[config.mk]
export PLATFORM = sky130hd
export DESIGN_NAME = qrp_axis
export DESIGN_NICKNAME = d
export VERILOG_FILES = /design/src/design/qrp_pkg.sv /design/src/design/qrp_axis.sv
export SDC_FILE = /design/constraint.sdc
export NUM_CORES = 2
export LEC_CHECK = 0
export BUFFER_PORTS_ARGS = -buffer_cell sky130_fd_sc_hd__buf_2
export CORE_MARGIN = 10
export CORE_UTILIZATION = 50
export DETAILED_ROUTE_END_ITERATION = 8
export GPL_TIMING_DRIVEN = 0
export PLACE_DENSITY = 0.69
export SETUP_SLACK_MARGIN = 0.2
export SLEW_MARGIN = 20
export SYNTH_ARGS = -nofsm -noshare
export SYNTH_HDL_FRONTEND = slang
export SYNTH_SLANG_ARGS = --single-unit
[constraint.sdc]
create_clock -name clk -period 16.4 [get_ports clk]
set_input_delay 1.64 -clock clk [delete_from_list [all_inputs] [get_ports clk]]
set_output_delay 1.64 -clock clk [all_outputs]
set_load 0.05 [all_outputs]
[src/design/qrp_pkg.sv]
// ----------------------------------------------------------------------------
// qrp_pkg: shared types and constants
// Field widths, gain reset values, register map and saturation helper
// for the roll/pitch PID mixer.
// ----------------------------------------------------------------------------
package qrp_pkg;

	localparam int IN_W   = 16;
	localparam int GAIN_W = 16;
	localparam int ERR_W  = IN_W + 1;
	localparam int DIFF_W = ERR_W + 1;
	localparam int INT_W  = 32;
	localparam int P_W    = GAIN_W + 1 + ERR_W;
	localparam int I_W    = GAIN_W + 1 + INT_W;
	localparam int D_W    = GAIN_W + 1 + DIFF_W;
	localparam int ACC_W  = I_W + 1;
	localparam int SHIFT  = 16;
	localparam int POW_W  = ACC_W - SHIFT;
	localparam int MIX_W  = POW_W + 2;
	localparam int OUT_W  = 20;
	localparam int ADDR_W = 4;
	localparam int DATA_W = 32;

	localparam logic [GAIN_W-1:0] KP_RESET = 16'd2560;
	localparam logic [GAIN_W-1:0] KI_RESET = 16'd256;
	localparam logic [GAIN_W-1:0] KD_RESET = 16'd2560;

	typedef enum logic [1:0] {
		REG_KP = 2'd0,
		REG_KI = 2'd1,
		REG_KD = 2'd2
	} qrp_reg_t;

	typedef struct packed {
		logic [GAIN_W-1:0] kp;
		logic [GAIN_W-1:0] ki;
		logic [GAIN_W-1:0] kd;
	} qrp_gains_t;

	function automatic logic signed [OUT_W-1:0] sat_out(input logic signed [MIX_W-1:0] v);
		logic signed [MIX_W-1:0] hi;
		logic signed [MIX_W-1:0] lo;
		hi = MIX_W'(2 ** (OUT_W - 1) - 1);
		lo = -MIX_W'(2 ** (OUT_W - 1));
		if (v > hi) begin
			return hi[OUT_W-1:0];
		end else if (v < lo) begin
			return lo[OUT_W-1:0];
		end
		return v[OUT_W-1:0];
	endfunction

endpackage

[src/design/qrp_axis.sv]
// ----------------------------------------------------------------------------
// qrp_axis: single-axis PID term
// Error, saturating integral, derivative difference and the weighted sum
// shifted down with floor rounding. Holds the axis state.
// ----------------------------------------------------------------------------
module qrp_axis
	import qrp_pkg::*;
(
	input  logic                     clk,
	input  logic                     arst_n,
	input  logic                     step,
	input  qrp_gains_t               gains,
	input  logic signed [IN_W-1:0]   target,
	input  logic signed [IN_W-1:0]   measured,
	output logic signed [POW_W-1:0]  power
);

	logic signed [INT_W-1:0]  integral_q;
	logic signed [ERR_W-1:0]  prev_err_q;
	logic signed [ERR_W-1:0]  err;
	logic signed [INT_W:0]    int_sum;
	logic signed [INT_W-1:0]  int_next;
	logic signed [DIFF_W-1:0] diff;
	logic signed [P_W-1:0]    p_term;
	logic signed [I_W-1:0]    i_term;
	logic signed [D_W-1:0]    d_term;
	logic signed [ACC_W-1:0]  acc;

	assign err     = ERR_W'(target) - ERR_W'(measured);
	assign int_sum = (INT_W + 1)'(integral_q) + (INT_W + 1)'(err);

	always_comb begin
		if (int_sum[INT_W] != int_sum[INT_W-1]) begin
			int_next = {int_sum[INT_W], {(INT_W - 1){~int_sum[INT_W]}}};
		end else begin
			int_next = int_sum[INT_W-1:0];
		end
	end

	assign diff   = DIFF_W'(err) - DIFF_W'(prev_err_q);
	assign p_term = $signed({1'b0, gains.kp}) * err;
	assign i_term = $signed({1'b0, gains.ki}) * int_next;
	assign d_term = $signed({1'b0, gains.kd}) * diff;
	assign acc    = ACC_W'(p_term) + ACC_W'(i_term) + ACC_W'(d_term);
	assign power  = POW_W'(acc >>> SHIFT);

	always_ff @(posedge clk or negedge arst_n) begin
		if (!arst_n) begin
			integral_q <= '0;
			prev_err_q <= '0;
		end else if (step) begin
			integral_q <= int_next;
			prev_err_q <= err;
		end
	end

endmodule

==> results.sh <==
export IMPL_commonest_cells_after_routing_fill_and_taps_aside="sky130_fd_sc_hd__inv_1 (1270), sky130_fd_sc_hd__fa_1 (1181), sky130_fd_sc_hd__nand2_1 (503)"
export IMPL_timing_max_transition_violations_final=0
export IMPL_ys_types=71
export IMPL_layoutNonFillerInstCount=6254
export IMPL_post_route_drc_violation_count=0
export IMPL_postCtsHoldBufs=0
export IMPL_syn_nets=6536
export IMPL_setup_viol=0
export IMPL_cts_root_to_sink_buffers=2
export IMPL_min_path_type="register to register"
export IMPL_ys_seq_elements=49
export IMPL_synth_simple_gate_area_share_pct=14.2
export IMPL_tritoncts="yes"
export IMPL_dp_final_hpwl_mm=120
export IMPL_clk_transition_reported_paths_ps=90
export IMPL_post_route_cells_drive_above_1_share_pct=8.40
export IMPL_firstDrtPassIters=5
export IMPL_clock_fmax_mhz=62.3
export IMPL_finalWeightedCongestion=0.973
export IMPL_clock_skew_ps=12.5
export IMPL_start_util_pct=50.5
export IMPL_yosys_most_used_dff="sky130_fd_sc_hd__dfrtp_1"
export IMPL_post_synth_mux_area_share_pct=0.708
export IMPL_wire_length_of_the_first_global_routing_pass_mm=216
export IMPL_clk_root_buffer_cell="sky130_fd_sc_hd__clkbuf_16"
export IMPL_critical_path_s_slowest_cell="sky130_fd_sc_hd__fa_2"
export IMPL_die_x_um=322
export IMPL_worst_slew_margin_rel_pct=28.3
export IMPL_path_common_cell="sky130_fd_sc_hd__fa_1"
export IMPL_core_area_um2=90300
export IMPL_first_iter_violations=2783
export IMPL_run_status="finished clean"
export IMPL_critical_path_arrival_ps=14420
export IMPL_die_height_um=322
export IMPL_synth_adder_area_share_pct=63.2
export IMPL_synth_xor_area_share_pct=1.73
export IMPL_category_of_the_most_critical_setup_path="primary input to output port"
export IMPL_number_of_sinks_driven_by_the_clock_tree=49
export IMPL_design_die_area_um2=104000
export IMPL_numPortBuffers=106
export IMPL_cts_inserted_buffers=5
export IMPL_crit_reg2reg_launch="integral_q[0]"
export IMPL_timing_worst_slew_pin_value_ps=1070
export IMPL_clk_latency_ps=330
export IMPL_r2r_end="integral_q[29]"
export IMPL_synth_async_reset_ratio_pct=100
export IMPL_final_antenna_net_count=0
export IMPL_yosys_warnings=0
export IMPL_netlist_instances=4881
export IMPL_placed_cells=6165
export IMPL_synth_top_family_by_area="adder cells"
export IMPL_final_cycle_share_pct=97.9
export IMPL_num_io_pins=117
export IMPL_vias_per_cell=5.48
export IMPL_cp_slowest_stage_delay_ps=650
export IMPL_grt_setup_unrepaired="true"
export IMPL_wire_per_inst_um=22.1
export IMPL_worst_endpoint_required_ps=14760
export IMPL_startpoint_type="primary input"
export IMPL_globalRouteTotalUtil_pct=27.4
export IMPL_worstHoldStart="prev_err_q[15]"
export IMPL_min_delay_worst_endpoint="prev_err_q[15]"
export IMPL_layout_cells_most_common="sky130_fd_sc_hd__inv_1"
export IMPL_final_nets=6728
export IMPL_sequential_share_of_the_synthesized_area_pct=2.69
export IMPL_htree_num_levels=2
export IMPL_synth_area_um2=45600
export IMPL_worstPathMaxFanout=11
export IMPL_antenna_violations_before_repair=20
export IMPL_finalHoldViolCount=0
export IMPL_postRouteWirelength_mm=138
export IMPL_routed_via_count=34258
export IMPL_grt_overflow_total=0
export IMPL_synth_edff_count=0
export IMPL_min_delay_path_depth=1
export IMPL_first_global_vias=36870
export IMPL_timing_reg2reg_worst_path_depth=14
export IMPL_synthToLayoutAreaGrowth_pct=8.52
export IMPL_final_min_clock_period_ps=16060
export IMPL_nFillCells=8146
export IMPL_floorplan_rows=110
export IMPL_cap_viol_max_count=0
export IMPL_crit_family="adder cells"
export IMPL_synth_compound_area_share_pct=5.00
export IMPL_grt_start_max_net_pins=50
export IMPL_path_buf_inv=16
export IMPL_r2r_slack_ps=12450
export IMPL_post_synth_cell_area_avg_um2=9.34
export IMPL_worst_setup_path_startpoint="target[0]"
export IMPL_end_kind="output port"
-- synth_stat cells, types with 5 or more instances --
library cell / count / area, um2
sky130_fd_sc_hd__dfrtp_1: 49 / 1230
sky130_fd_sc_hd__maj3_2: 19 / 214
sky130_fd_sc_hd__a21oi_1: 83 / 415
sky130_fd_sc_hd__mux2_2: 26 / 293
sky130_fd_sc_hd__or2_2: 8 / 50.1
sky130_fd_sc_hd__or3_1: 6 / 37.5
sky130_fd_sc_hd__a32oi_1: 7 / 61.3
sky130_fd_sc_hd__buf_6: 20 / 225
sky130_fd_sc_hd__a41oi_1: 13 / 114
sky130_fd_sc_hd__o21bai_1: 7 / 52.6
sky130_fd_sc_hd__clkbuf_1: 156 / 586
sky130_fd_sc_hd__fa_1: 1191 / 23800
sky130_fd_sc_hd__buf_1: 5 / 18.8
sky130_fd_sc_hd__and2_1: 366 / 2290
sky130_fd_sc_hd__nand2_1: 505 / 1900
sky130_fd_sc_hd__xnor2_1: 58 / 508
sky130_fd_sc_hd__xor2_1: 32 / 280
sky130_fd_sc_hd__nand2b_1: 27 / 169
sky130_fd_sc_hd__nor2_1: 134 / 503
sky130_fd_sc_hd__and3_1: 32 / 200
sky130_fd_sc_hd__o311ai_1: 5 / 43.8
sky130_fd_sc_hd__a211oi_1: 5 / 37.5
sky130_fd_sc_hd__a21o_1: 42 / 315
sky130_fd_sc_hd__ha_1: 381 / 4770
sky130_fd_sc_hd__o211ai_1: 8 / 60.1
sky130_fd_sc_hd__a41o_1: 7 / 70.1
sky130_fd_sc_hd__o22ai_1: 11 / 68.8
sky130_fd_sc_hd__o21ai_0: 55 / 275
sky130_fd_sc_hd__o31ai_1: 5 / 37.5
sky130_fd_sc_hd__nand3_1: 119 / 596
sky130_fd_sc_hd__inv_1: 1277 / 4790
sky130_fd_sc_hd__nor2b_1: 62 / 388
sky130_fd_sc_hd__o21a_1: 9 / 67.6
sky130_fd_sc_hd__a31oi_1: 14 / 87.6
sky130_fd_sc_hd__nand4_1: 12 / 75.1
sky130_fd_sc_hd__a21boi_0: 5 / 37.5
sky130_fd_sc_hd__nor3_1: 20 / 100
sky130_fd_sc_hd__o21ai_1: 16 / 80.1
sky130_fd_sc_hd__buf_2: 12 / 60.1
sky130_fd_sc_hd__a21boi_2: 10 / 113
-- routing by layer --
metal,vias up,routed length [um],GRT usage (%)
li1,14790,-,-
met4,4,6220,10.2
met5,-,32,0
met1,17707,53500,35.6
met2,1469,66700,45.5
met3,288,11800,4.82
-- flip-flops by register name, summed over array words and instances, names as in the netlist --
register / cells
prev_err_q: 17
integral_q: 32
-- area by class of cell --
type,instances,area [um2],area share (%)
clock inverter,2,15.0,0.0303
antenna,4,10.0,0.0202
timing repair buffer,185,1270,2.57
inverter,1278,4800,9.70
sequential,49,1230,2.48
clock buffer,6,129,0.260
buffer,194,1030,2.08
multi-input combinational,3360,39500,79.9
tap,1176,1470,2.97
-- kinds of logic (layout without fill, tap and decap cells) --
group	Yosys count	after routing
compound gates	338	338
xor+xnor	90	90
fa+ha+maj	1592	1592
buf+inv	1472	1665
flops	49	49
mux	29	29
other cells	0	4
simple gates	1311	1311
-- how the worst max path moves through the flow --
stage                     cells after the start  slack [ps]   endpoint
after global placement                       50       -3350  power[24]
after CTS                                    42         200  power[33]
final                                        53         340  power[33]
after global routing                         51        -0.3  power[33]
after floorplan                              50         390  power[26]
after detailed placement                     50       -2470  power[23]
-- timing repair --
| item | CTS | global route |
|---|---|---|
| gates resized for setup | 115 | 127 |
| gates cloned | 0 | 2 |
| buffers inserted | 24 | 51 |
| pin swaps | 30 | 53 |
| setup endpoints to repair | 34 | 30 |
-- stage by stage --
step / worst slack, ps / setup TNS [ps] / cell area (um2) / util, % / hold WS (ps)
after global routing: -0.301 / -0.301 / 49500 / 54.8 / 541
after detailed placement: -2470 / -57350 / 47700 / 52.9 / 497
after floorplan: 386 / 0 / 45600 / - / 481
after CTS: 201 / 0 / 48600 / 53.8 / 517
final: 337 / 0 / 49500 / 54.8 / 517
after global placement: -3350 / -82620 / 47600 / 52.7 / 491
Power is left out: the tool's default activity adds up to more than one toggle a clock period on the data nets, which glitch-free logic cannot reach.
